==> config.mk <==
export PLATFORM = sky130hd
export DESIGN_NAME = polyphase_sinc_upsampler_unit_flat
export DESIGN_NICKNAME = d
export VERILOG_FILES = /design/src/rtl/psu_pkg.sv /design/src/rtl/psu_if.sv /design/src/rtl/psu_mac.sv /design/src/rtl/polyphase_sinc_upsampler_unit.sv /design/src/flat_wrapper.sv
export SDC_FILE = /design/constraint.sdc
export NUM_CORES = 2
export LEC_CHECK = 0
export BUFFER_PORTS_ARGS = -buffer_cell sky130_fd_sc_hd__buf_4
export CAP_MARGIN = 15
export CORE_ASPECT_RATIO = 1.5
export CORE_MARGIN = 2
export CORE_UTILIZATION = 40
export DETAILED_ROUTE_END_ITERATION = 12
export PLACE_DENSITY = 0.64
export SETUP_SLACK_MARGIN = 0.4
export SLEW_MARGIN = 15
export SYNTH_ARGS = -nofsm -noshare
export SYNTH_HDL_FRONTEND = slang
export SYNTH_HIERARCHICAL = 1
export SYNTH_SLANG_ARGS = --single-unit
==> constraint.sdc <==
create_clock -name i_clk -period 20.3 [get_ports i_clk]
set_clock_uncertainty 0.1 [all_clocks]
set_input_delay 6.09 -clock i_clk [delete_from_list [all_inputs] [get_ports i_clk]]
set_output_delay 6.09 -clock i_clk [all_outputs]
set_load 0.1 [all_outputs]
==> src/rtl/psu_pkg.sv <==
// Shared types, Q2.30 constants and elaboration-time math for the sinc upsampler
`default_nettype none

package psu_pkg;

    // Width of the phase field on the result channel
    localparam int PHASE_BITS = 2;

    // Q2.30 constants used while building the kernel table
    localparam logic [63:0] Q30_ONE     = 64'd1073741824;
    localparam logic [63:0] HALF_PI_Q30 = 64'd1686629713;
    localparam longint      INV_PI_Q30  = 64'sd341782638;
    localparam longint      C042_Q30    = 64'sd450971566;
    localparam longint      C008_Q30    = 64'sd85899346;

    // Control word that travels with each operand pair into the MAC
    typedef struct packed {
        logic clear;
        logic valid;
        logic last;
    } t_mac_ctl;

    // Sign-magnitude Q30 product, rounded half up on the magnitude
    function automatic longint mul_q30(input longint a, input longint b);
        logic        neg;
        logic [63:0] ua;
        logic [63:0] ub;
        logic [63:0] p;
        neg = (a < 0) != (b < 0);
        ua  = (a < 0) ? -a : a;
        ub  = (b < 0) ? -b : b;
        p   = (ua * ub + (64'd1 << 29)) >> 30;
        return neg ? -longint'(p) : longint'(p);
    endfunction

    // Sine of x / 2^32 turns in Q30, odd Horner series on a quarter wave
    function automatic longint sin_turn(input logic [31:0] x);
        logic [1:0]  q;
        logic [63:0] r;
        logic [63:0] a;
        logic [63:0] a2;
        logic [63:0] t;
        logic [63:0] s;
        q  = x[31:30];
        r  = {34'd0, x[29:0]};
        if (q[0]) begin
            r = 64'h4000_0000 - r;
        end
        a  = (r * HALF_PI_Q30) >> 30;
        a2 = (a * a) >> 30;
        t  = Q30_ONE - a2 / 64'd110;
        t  = Q30_ONE - ((a2 * t) >> 30) / 64'd72;
        t  = Q30_ONE - ((a2 * t) >> 30) / 64'd42;
        t  = Q30_ONE - ((a2 * t) >> 30) / 64'd20;
        t  = Q30_ONE - ((a2 * t) >> 30) / 64'd6;
        s  = (a * t) >> 30;
        return q[1] ? -longint'(s) : longint'(s);
    endfunction

endpackage

`default_nettype wire

==> src/rtl/psu_if.sv <==
// Valid/ready channel interfaces for the upsampler's sample and result streams
`default_nettype none

interface psu_in_if #(
    parameter int SAMPLE_BITS = 24
);
    logic                          valid;
    logic                          ready;
    logic signed [SAMPLE_BITS-1:0] in_sample;
    logic                          block_end;

    modport source (output valid, in_sample, block_end, input ready);
    modport sink   (input valid, in_sample, block_end, output ready);
endinterface

interface psu_out_if #(
    parameter int SAMPLE_BITS = 24
);
    logic                               valid;
    logic                               ready;
    logic signed [SAMPLE_BITS-1:0]      out_sample;
    logic [psu_pkg::PHASE_BITS-1:0]     phase;
    logic                               run_last;
    logic                               output_block_end;

    modport source (output valid, out_sample, phase, run_last, output_block_end, input ready);
    modport sink   (input valid, out_sample, phase, run_last, output_block_end, output ready);
endinterface

`default_nettype wire

==> src/rtl/psu_mac.sv <==
// Pipelined multiply-accumulate with round-half-up and saturation to the sample grid
`default_nettype none

module psu_mac #(
    parameter int SAMPLE_BITS = 24,
    parameter int COEF_BITS   = 18,
    parameter int KERNEL_TAPS = 16
) (
    input  wire logic                          i_clk,
    input  wire logic                          i_rst_n,
    input  wire psu_pkg::t_mac_ctl             i_ctl,
    input  wire logic signed [SAMPLE_BITS-1:0] i_sample,
    input  wire logic signed [COEF_BITS-1:0]   i_coef,
    output logic                               o_done,
    output logic signed [SAMPLE_BITS-1:0]      o_result
);

    localparam int PROD_W = SAMPLE_BITS + COEF_BITS;
    localparam int ACC_W  = PROD_W + $clog2(KERNEL_TAPS);
    localparam int RND_W  = ACC_W + 1;
    localparam int FRAC   = COEF_BITS - 2;

    localparam logic signed [RND_W-1:0] RND_HALF = RND_W'(64'sd1 <<< (FRAC - 1));
    localparam logic signed [RND_W-1:0] SAT_MAX  =
        RND_W'((64'sd1 <<< (SAMPLE_BITS - 1)) - 64'sd1);
    localparam logic signed [RND_W-1:0] SAT_MIN  =
        RND_W'(-(64'sd1 <<< (SAMPLE_BITS - 1)));

    logic signed [PROD_W-1:0]      r_prod;
    psu_pkg::t_mac_ctl             r_pc;
    logic signed [ACC_W-1:0]       r_acc;
    logic                          r_ld;
    logic                          r_done;
    logic signed [SAMPLE_BITS-1:0] r_result;

    logic signed [RND_W-1:0]       rnd_sum;
    logic signed [RND_W-1:0]       rnd_q;
    logic signed [SAMPLE_BITS-1:0] n_result;

    // Round half up toward +inf, then clamp to the signed sample range
    assign rnd_sum = RND_W'(r_acc) + RND_HALF;
    assign rnd_q   = rnd_sum >>> FRAC;

    always_comb begin
        if (rnd_q > SAT_MAX) begin
            n_result = SAT_MAX[SAMPLE_BITS-1:0];
        end else if (rnd_q < SAT_MIN) begin
            n_result = SAT_MIN[SAMPLE_BITS-1:0];
        end else begin
            n_result = rnd_q[SAMPLE_BITS-1:0];
        end
    end

    // Multiply, accumulate, then register the rounded sum
    always_ff @(posedge i_clk) begin
        if (!i_rst_n) begin
            r_pc   <= '0;
            r_ld   <= 1'b0;
            r_done <= 1'b0;
        end else begin
            r_prod <= i_sample * i_coef;
            r_pc   <= i_ctl;
            if (r_pc.valid) begin
                r_acc <= (r_pc.clear ? '0 : r_acc) + ACC_W'(r_prod);
            end
            r_ld   <= r_pc.valid && r_pc.last;
            r_done <= r_ld;
            if (r_ld) begin
                r_result <= n_result;
            end
        end
    end

    assign o_done   = r_done;
    assign o_result = r_result;

endmodule

`default_nettype wire

==> src/rtl/polyphase_sinc_upsampler_unit.sv <==
// Polyphase windowed-sinc upsampler by UPSAMPLE_FACTOR (L) over a KERNEL_TAPS (K) window.
//
// Channels: i_in carries one sample and its block-end flag per request; o_out carries
// one result per request with its phase, a run-last flag and an output-block-end flag.
// Both use valid/ready; a request moves when valid and ready are high at a clock edge.
// The sample window lives in a K-entry synchronous memory; the kernels are a constant
// table built at elaboration. Each phase after phase 0 streams K memory reads through one
// multiplier, so the MAC loop over the window sets the rate.
// Results per input: none while the window is still filling, L once it is full, plus
// the trailing sample at a block end. With L=1 each sample passes straight through.
// i_in.ready is high only while the sequencer is idle. The last result of an input
// may still sit in the output register when the next sample is taken.
// Receiver stall: the result holds in the output register and the sequencer waits
// with the next one until the register frees.
// Reset (synchronous, active low) clears the write pointer, the fill count and the
// output register; the window memory is left as is and is refilled before it is read.
`default_nettype none

module polyphase_sinc_upsampler_unit #(
    parameter int UPSAMPLE_FACTOR = 4,
    parameter int KERNEL_TAPS     = 16,
    parameter int SAMPLE_BITS     = 24,
    parameter int COEF_BITS       = 18
) (
    input wire logic   i_clk,
    input wire logic   i_rst_n,
    psu_in_if.sink     i_in,
    psu_out_if.source  o_out
);

    localparam int PTR_W    = $clog2(KERNEL_TAPS);
    localparam int SUM_W    = PTR_W + 1;
    localparam int FILL_W   = $clog2(KERNEL_TAPS + 1);
    localparam int FULL_LEN = KERNEL_TAPS * UPSAMPLE_FACTOR;
    localparam int HALF_LEN = FULL_LEN / 2;
    localparam int DEN      = 2 * UPSAMPLE_FACTOR;
    localparam int CADDR_W  = $clog2(FULL_LEN);
    localparam int PH_W     = (UPSAMPLE_FACTOR > 1) ? $clog2(UPSAMPLE_FACTOR) : 1;
    localparam int CSH      = 32 - COEF_BITS;
    localparam longint CMAX = (64'sd1 <<< (COEF_BITS - 1)) - 64'sd1;

    typedef logic signed [COEF_BITS-1:0] t_coef_arr [FULL_LEN];

    typedef enum logic [2:0] {
        S_IDLE,
        S_READ,
        S_RWAIT,
        S_MAC,
        S_DRAIN,
        S_PUSH
    } t_state;

    // Bit-serial unsigned divide, used only while building the table
    function automatic logic [63:0] udiv64(input logic [63:0] n, input logic [63:0] d);
        logic [63:0] rem;
        logic [63:0] q;
        rem = '0;
        q   = '0;
        for (int i = 63; i >= 0; i--) begin
            rem = {rem[62:0], n[i]};
            if (rem >= d) begin
                rem  = rem - d;
                q[i] = 1'b1;
            end
        end
        return q;
    endfunction

    // Full kernel: sinc times Blackman window in Q2.30, rounded to COEF_BITS
    function automatic t_coef_arr build_rom();
        t_coef_arr   rom;
        longint      m;
        longint      s;
        longint      num;
        longint      sinc;
        longint      c1;
        longint      c2;
        longint      w;
        longint      c;
        longint      val;
        logic [63:0] um;
        logic [63:0] x;
        logic [63:0] x1;
        logic [63:0] x2;
        logic [63:0] un;
        logic [63:0] uq;
        logic [63:0] mag;
        for (int t = 0; t < FULL_LEN; t++) begin
            m  = longint'(t) - longint'(HALF_LEN);
            um = (m < 0) ? -m : m;
            if (um == 64'd0) begin
                sinc = longint'(psu_pkg::Q30_ONE);
            end else begin
                x    = (((um % DEN) << 32) + 64'(UPSAMPLE_FACTOR)) / DEN;
                s    = psu_pkg::sin_turn(x[31:0]);
                num  = s * UPSAMPLE_FACTOR;
                un   = (num < 0) ? -num : num;
                uq   = udiv64(un, um);
                sinc = psu_pkg::mul_q30((num < 0) ? -longint'(uq) : longint'(uq),
                                        psu_pkg::INV_PI_Q30);
            end
            x1  = ((64'(t) << 32) + 64'(HALF_LEN)) / FULL_LEN;
            x2  = (((64'(2 * t) % FULL_LEN) << 32) + 64'(HALF_LEN)) / FULL_LEN;
            c1  = psu_pkg::sin_turn(32'(x1 + 64'h4000_0000));
            c2  = psu_pkg::sin_turn(32'(x2 + 64'h4000_0000));
            w   = psu_pkg::C042_Q30 - c1 / 2 + psu_pkg::mul_q30(psu_pkg::C008_Q30, c2);
            c   = psu_pkg::mul_q30(sinc, w);
            mag = (c < 0) ? -c : c;
            mag = (mag + (64'd1 << (CSH - 1))) >> CSH;
            val = (c < 0) ? -longint'(mag) : longint'(mag);
            if (val > CMAX) begin
                val = CMAX;
            end
            if (val < -CMAX - 1) begin
                val = -CMAX - 1;
            end
            rom[t] = COEF_BITS'(val);
        end
        return rom;
    endfunction

    localparam t_coef_arr COEF_ROM = build_rom();

    // Circular add on a window pointer
    function automatic logic [PTR_W-1:0] wrap_ptr(input logic [PTR_W-1:0] p,
                                                  input int unsigned off);
        logic [SUM_W-1:0] sum;
        sum = {1'b0, p} + SUM_W'(off);
        if (sum >= SUM_W'(KERNEL_TAPS)) begin
            sum = sum - SUM_W'(KERNEL_TAPS);
        end
        return sum[PTR_W-1:0];
    endfunction

    t_state                        r_state;
    logic [PTR_W-1:0]              r_wp;
    logic [FILL_W-1:0]             r_fill;
    logic [PH_W-1:0]               r_ph;
    logic                          r_trail;
    logic                          r_res_last;
    logic                          r_res_obe;
    logic signed [SAMPLE_BITS-1:0] r_res;
    logic [PTR_W-1:0]              r_dir_addr;
    logic [PTR_W-1:0]              r_rp;
    logic [CADDR_W-1:0]            r_caddr;
    logic [PTR_W-1:0]              r_k;
    logic                          r_out_valid;
    logic signed [SAMPLE_BITS-1:0] r_out_sample;
    logic [psu_pkg::PHASE_BITS-1:0] r_out_phase;
    logic                          r_out_last;
    logic                          r_out_obe;

    logic signed [SAMPLE_BITS-1:0] r_window [KERNEL_TAPS];
    logic signed [SAMPLE_BITS-1:0] r_rd_data;
    logic signed [COEF_BITS-1:0]   r_coef;
    psu_pkg::t_mac_ctl             r_mac_ctl;

    logic                          in_accept;
    logic                          out_free;
    logic [PTR_W-1:0]              wp_next;
    logic [FILL_W-1:0]             fill_next;
    logic                          win_full;
    logic                          trail_due;
    logic [PTR_W-1:0]              rd_addr;
    logic                          mac_done;
    logic signed [SAMPLE_BITS-1:0] mac_result;

    assign in_accept = i_in.valid && i_in.ready;
    assign out_free  = !r_out_valid || o_out.ready;
    assign wp_next   = wrap_ptr(r_wp, 1);
    assign fill_next = (r_fill < FILL_W'(KERNEL_TAPS)) ? r_fill + 1'b1 : r_fill;
    assign win_full  = (fill_next == FILL_W'(KERNEL_TAPS));
    assign trail_due = i_in.block_end && (fill_next >= FILL_W'(KERNEL_TAPS - 1));
    assign rd_addr   = (r_state == S_MAC) ? r_rp : r_dir_addr;

    // Sequencer: one input at a time, one result at a time into the output register
    always_ff @(posedge i_clk) begin
        if (!i_rst_n) begin
            r_state     <= S_IDLE;
            r_wp        <= '0;
            r_fill      <= '0;
            r_ph        <= '0;
            r_trail     <= 1'b0;
            r_res_last  <= 1'b0;
            r_res_obe   <= 1'b0;
            r_out_valid <= 1'b0;
        end else begin
            // drop a result the receiver has taken, unless a new one replaces it
            if (o_out.ready && !((r_state == S_PUSH) && out_free)) begin
                r_out_valid <= 1'b0;
            end
            case (r_state)
                S_IDLE: begin
                    if (in_accept) begin
                        if (UPSAMPLE_FACTOR == 1) begin
                            r_res      <= i_in.in_sample;
                            r_ph       <= '0;
                            r_res_last <= 1'b1;
                            r_res_obe  <= i_in.block_end;
                            r_state    <= S_PUSH;
                        end else begin
                            r_wp      <= wp_next;
                            r_fill    <= i_in.block_end ? '0 : fill_next;
                            r_trail   <= trail_due;
                            r_ph      <= '0;
                            if (win_full) begin
                                r_dir_addr <= wrap_ptr(wp_next, KERNEL_TAPS / 2 - 1);
                                r_res_last <= 1'b0;
                                r_res_obe  <= 1'b0;
                                r_state    <= S_READ;
                            end else if (trail_due) begin
                                r_dir_addr <= wrap_ptr(wp_next, KERNEL_TAPS / 2);
                                r_res_last <= 1'b1;
                                r_res_obe  <= 1'b1;
                                r_state    <= S_READ;
                            end
                        end
                    end
                end
                S_READ: begin
                    r_state <= S_RWAIT;
                end
                S_RWAIT: begin
                    r_res   <= r_rd_data;
                    r_state <= S_PUSH;
                end
                S_MAC: begin
                    // advance through the window, oldest sample first
                    r_rp    <= wrap_ptr(r_rp, 1);
                    r_caddr <= r_caddr + CADDR_W'(UPSAMPLE_FACTOR);
                    r_k     <= r_k + 1'b1;
                    if (r_k == PTR_W'(KERNEL_TAPS - 1)) begin
                        r_state <= S_DRAIN;
                    end
                end
                S_DRAIN: begin
                    if (mac_done) begin
                        r_res   <= mac_result;
                        r_state <= S_PUSH;
                    end
                end
                S_PUSH: begin
                    if (out_free) begin
                        r_out_valid  <= 1'b1;
                        r_out_sample <= r_res;
                        r_out_phase  <= psu_pkg::PHASE_BITS'(r_ph);
                        r_out_last   <= r_res_last;
                        r_out_obe    <= r_res_obe;
                        if (r_res_last) begin
                            r_state <= S_IDLE;
                        end else if (r_ph != PH_W'(UPSAMPLE_FACTOR - 1)) begin
                            // next filter phase uses kernel L-1-r_ph
                            r_ph       <= r_ph + 1'b1;
                            r_rp       <= r_wp;
                            r_k        <= '0;
                            r_caddr    <= CADDR_W'(UPSAMPLE_FACTOR - 1) - CADDR_W'(r_ph);
                            r_res_last <= (r_ph == PH_W'(UPSAMPLE_FACTOR - 2)) && !r_trail;
                            r_state    <= S_MAC;
                        end else begin
                            // trailing original sample at a block end
                            r_dir_addr <= wrap_ptr(r_wp, KERNEL_TAPS / 2);
                            r_ph       <= '0;
                            r_res_last <= 1'b1;
                            r_res_obe  <= 1'b1;
                            r_state    <= S_READ;
                        end
                    end
                end
                default: begin
                    r_state <= S_IDLE;
                end
            endcase
        end
    end

    // Window memory: write on request, registered read every cycle; kernel table read
    always_ff @(posedge i_clk) begin
        if (in_accept && (UPSAMPLE_FACTOR > 1)) begin
            r_window[r_wp] <= i_in.in_sample;
        end
        r_rd_data <= r_window[rd_addr];
        if (r_state == S_MAC) begin
            r_coef <= COEF_ROM[r_caddr];
        end
    end

    // Tag each operand pair for the MAC, aligned with the registered reads
    always_ff @(posedge i_clk) begin
        if (!i_rst_n) begin
            r_mac_ctl <= '0;
        end else begin
            r_mac_ctl.valid <= (r_state == S_MAC);
            r_mac_ctl.clear <= (r_k == '0);
            r_mac_ctl.last  <= (r_k == PTR_W'(KERNEL_TAPS - 1));
        end
    end

    psu_mac #(
        .SAMPLE_BITS (SAMPLE_BITS),
        .COEF_BITS   (COEF_BITS),
        .KERNEL_TAPS (KERNEL_TAPS)
    ) u_mac (
        .i_clk    (i_clk),
        .i_rst_n  (i_rst_n),
        .i_ctl    (r_mac_ctl),
        .i_sample (r_rd_data),
        .i_coef   (r_coef),
        .o_done   (mac_done),
        .o_result (mac_result)
    );

    assign i_in.ready             = (r_state == S_IDLE);
    assign o_out.valid            = r_out_valid;
    assign o_out.out_sample       = r_out_sample;
    assign o_out.phase            = r_out_phase;
    assign o_out.run_last         = r_out_last;
    assign o_out.output_block_end = r_out_obe;

endmodule

`default_nettype wire

==> src/flat_wrapper.sv <==
// flat-port wrapper written by rule: the top's interface ports become plain ports
module polyphase_sinc_upsampler_unit_flat 
#(
    parameter int UPSAMPLE_FACTOR = 4,
    parameter int KERNEL_TAPS     = 16,
    parameter int SAMPLE_BITS     = 24,
    parameter int COEF_BITS       = 18
)
  (i_clk, i_rst_n, i_in_valid, i_in_in_sample, i_in_block_end, i_in_ready, o_out_valid, o_out_out_sample, o_out_phase, o_out_run_last, o_out_output_block_end, o_out_ready);
  psu_in_if #(.SAMPLE_BITS(SAMPLE_BITS)) i_in_i ();
  psu_out_if #(.SAMPLE_BITS(SAMPLE_BITS)) o_out_i ();
  input wire logic i_clk;
  input wire logic i_rst_n;
  input wire logic [$bits(i_in_i.valid)-1:0] i_in_valid;
  input wire logic [$bits(i_in_i.in_sample)-1:0] i_in_in_sample;
  input wire logic [$bits(i_in_i.block_end)-1:0] i_in_block_end;
  output wire logic [$bits(i_in_i.ready)-1:0] i_in_ready;
  output wire logic [$bits(o_out_i.valid)-1:0] o_out_valid;
  output wire logic [$bits(o_out_i.out_sample)-1:0] o_out_out_sample;
  output wire logic [$bits(o_out_i.phase)-1:0] o_out_phase;
  output wire logic [$bits(o_out_i.run_last)-1:0] o_out_run_last;
  output wire logic [$bits(o_out_i.output_block_end)-1:0] o_out_output_block_end;
  input wire logic [$bits(o_out_i.ready)-1:0] o_out_ready;
  assign i_in_i.valid = i_in_valid;
  assign i_in_i.in_sample = i_in_in_sample;
  assign i_in_i.block_end = i_in_block_end;
  assign i_in_ready = i_in_i.ready;
  assign o_out_valid = o_out_i.valid;
  assign o_out_out_sample = o_out_i.out_sample;
  assign o_out_phase = o_out_i.phase;
  assign o_out_run_last = o_out_i.run_last;
  assign o_out_output_block_end = o_out_i.output_block_end;
  assign o_out_i.ready = o_out_ready;
  polyphase_sinc_upsampler_unit #(.UPSAMPLE_FACTOR(UPSAMPLE_FACTOR), .KERNEL_TAPS(KERNEL_TAPS), .SAMPLE_BITS(SAMPLE_BITS), .COEF_BITS(COEF_BITS)) u_core (.i_clk(i_clk), .i_rst_n(i_rst_n), .i_in(i_in_i), .o_out(o_out_i));
endmodule
==> metrics.md <==
| Metric | Value |
|---|---|
| Status | complete, no violations |
| Cell with the most instances after synthesis | edfxtp_1 |
| Clk Latency, worst-skew pair | ~0.66 ns |
| Fin crit period | 8.05 ns |
| P_int | approximately 2.2 mW |
| Initial Utilization | between 40% and 50% |
| Core footprint | 116,000 um^2 |
| Max FO, Critical Path | 10 |
| Yosys top cell by area | edfxtp_1 |
| Residual DRC count | 0 |
| Switching Fraction | a little over a fifth |
| Slew @ Worst Pin | ~1.2 ns |
| GRT overflow | 0 |
| Synthesized area | ~47,000 um^2 |
| ANT nets after route | 0 |
| Crit start category | flip-flop |
| Drt via density | between 5 and 6 |
| Post-CTS Setup Bufs | 0 |
| Vias in the first global route | 31,500 |
| Reported max-cap violation count | 0 |
| Cts repair resizes | 0 |
| Final worst path period share | 39.6% |
| Number of synthesized flops with an enable pin | just under 600 |
| DR WL/cell | between 20 and 25 um |
| Sequential Power Share | 51.9% |
| Critical path required time | 14.11 ns |
| Syn_area_per_cell | 12.1 um^2 |
| Highest clock rate | between 100 and 150 MHz |
| Leak | 20.3 nW |
| Comb power frac | 2.6% |
| Max Used Layer | met4 |
| DRT Pass-1 Iters | 5 |
| Setup_tns | 0 ns |
| Synth cell types | 77 |
| CTS Buffer Depth | 3 |
| CTS H-Tree Depth | 3 |
| Final nets | 4,464 |
| Die X | between 200 and 300 um |
| Area grow syn2layout | 8.69% |
| Storage element area | between 15,000 and 20,000 um^2 |
| Critical path class | reg2out |
| Fillcell total | between 10,000 and 15,000 |
| Inserted Clock Buffers | 66 |
| Hold Crit Class | reg2reg |
| GRT Overall Usage | a little under a fifth |
| CP endpoint kind | output pin |
| Layout cells sized above 1 | about an eighth |
| Top cell type's share of synthesized area | between 30 and 40% |
| Final Setup Violations | 0 |
| Commonest register cell after synthesis | edfxtp_1 |
| First-pass GRT wire length | between 150,000 and 200,000 um |
| Post-Route WL | 111,000 um |
| Slew Limit Fails | 0 |
| Die footprint | 120,000 um^2 |
| Worst hold margin | 0.317 ns |
| Largest net degree at the start of global routing | between 70 and 80 |
| Metal3 WL | 4700 um |
| Power Density | about 54 nW/um^2 |
| Dpl hpwl | 81,000 um |
| Clock Power Share | 45.5% |
| Synth warn | 6 |
| CTS tree | built |
| Row cnt | ~150 |
| Slew HR | a little under a quarter |
| Gate count of the mapped netlist | 3,884 |
| DRT iter0 DRCs | a little under 2,000 |
| Final Hold Fails | 0 |
| M1 wire length | roughly 43,000 um |
| Synth top cells by count | edfxtp_1, inv_1, fa_1, nand2_1, mux4_2 |
| Placed Cells | roughly 5,300 |
| Met2 wire len | about 60,000 um |
| Die height | approximately 420 um |
| Clk slew on worst S/H paths | ~0.060 ns |
| Maximum VDD drop | 0.0732 mV |
| TritonCTS Sinks | between 600 and 700 |
| NetSw | roughly 0.60 mW |
| Routability cong. | 0.873 |
| Largest cells by area after synthesis | edfxtp_1, fa_1, mux4_2 |
| # IOs | 59 |
| Initial antenna violation count | 3 |
| Yosys reg bits | approximately 630 |
| Sequential share of the synthesized area | 39.5% |
| CP arrival | roughly 1.9 ns |
| CTS Hold Bufs | 0 |
| RSZ-0062 raised after global routing | false |
| Root buf cell | clkbuf_16 |
| Synth Net Count | 4,507 |
| Asr flop ratio synth | 0% |
| Number of I/O port buffers | 58 |
| Vias | a little under 30,000 |
| Area occupied by multi-input gates | about 26,000 um^2 |
| Finished Layout Cells | about 5,400 |
[power by group through the flow]
stage	clock, mW	combinational [mW]	sequential (mW)
floorplan	0	0.0403	1.47
global route	1.35	0.0801	1.44
finish	1.26	0.0726	1.44
global placement	0	0.0715	1.47
detailed placement	0	0.0727	1.47
CTS	1.30	0.0732	1.44
[through the flow]
stage	cell area, um^2	total power [mW]	setup slack (ns)	util (%)
CTS	51000	2.81	12.19	43.9
floorplan	46900	1.51	11.49	-
detailed placement	48700	1.54	11.86	41.9
global route	51000	2.87	12.18	43.9
finish	51000	2.78	12.25	43.9
global placement	48700	1.54	11.89	41.9
[sequential cells by signal (all words and copies together) (netlist names), 2 cells and up]
register	cells
u_core/o_out.out_sample	24
u_core/r_res	24
u_core/r_coef	18
u_core/r_mac_ctl	3
u_core/u_mac/r_prod	42
u_core/o_out.phase	2
u_core/u_mac/r_pc	3
u_core/r_rp	4
u_core/u_mac/r_acc	46
u_core/r_dir_addr	4
u_core/r_window	384
u_core/r_k	4
u_core/r_state	3
u_core/r_rd_data	24
u_core/u_mac/o_result	24
u_core/r_fill	5
u_core/r_wp	4
u_core/r_caddr	6
u_core/r_ph	2
[cell type report]
type,count,area share (%)
Tap cell,1550,3.80
Clock inverter,42,1.05
Inverter,535,3.94
Multi-Input combinational cell,2510,50.1
Clock buffer,79,3.39
Antenna cell,2,0.00981
Timing Repair Buffer,94,1.38
Sequential cell,634,36.4
[critical path, cell delays in order, from the launching register on]
cell     delay, ns
dfxtp_1       0.43
nor3_1        0.41
buf_4         0.37
[placed cells by master, fill, tap and decap left out, drive strengths merged, types with 79 or more instances in the layout]
cell | Yosys | routed
fa | 426 | 426
ha | 168 | 168
a21oi | 133 | 133
and2 | 173 | 173
mux4 | 194 | 194
inv | 533 | 538
clkbuf | 162 | 79
mux2i | 84 | 84
nand2 | 420 | 420
o21ai | 114 | 114
edfxtp | 584 | 584
nor2 | 138 | 138
buf | 43 | 94
[cell families after synthesis]
kind of cell / after synthesis / share of synthesized area (%)
adders and majority gates: 595 / 22.7
xor gates and xnor gates: 108 / 2.02
DFF: 634 / 39.5
AOI/OAI and AO/OA: 493 / 7.27
and+or+nand+nor: 1009 / 10.4
muxes: 305 / 11.8
buffers and inverters: 740 / 6.37
[per-layer routing]
| layer | vias up | GRT usage (%) |
|---|---|---|
| met3 | 244 | 2.42 |
| li1 | 13400 | - |
| met4 | 0 | 8.11 |
| met2 | 776 | 34.6 |
| met1 | 15200 | 21.6 |
| met5 | - | 0 |
[worst paths after layout]
kind                            cells past startpoint  slack, ns         startpoint                     endpoint
worst max-delay path                                2      12.25  u_core/r_state[0]                   i_in_ready
worst min-delay path                                0       0.32   u_core/r_res[13]  u_core/o_out.out_sample[13]
worst max register to register                     19      12.70   u_core/r_coef[3]      u_core/u_mac/r_prod[34]
worst min register to register                      0       0.32   u_core/r_res[13]  u_core/o_out.out_sample[13]
(Power assumes the default switching activity.)
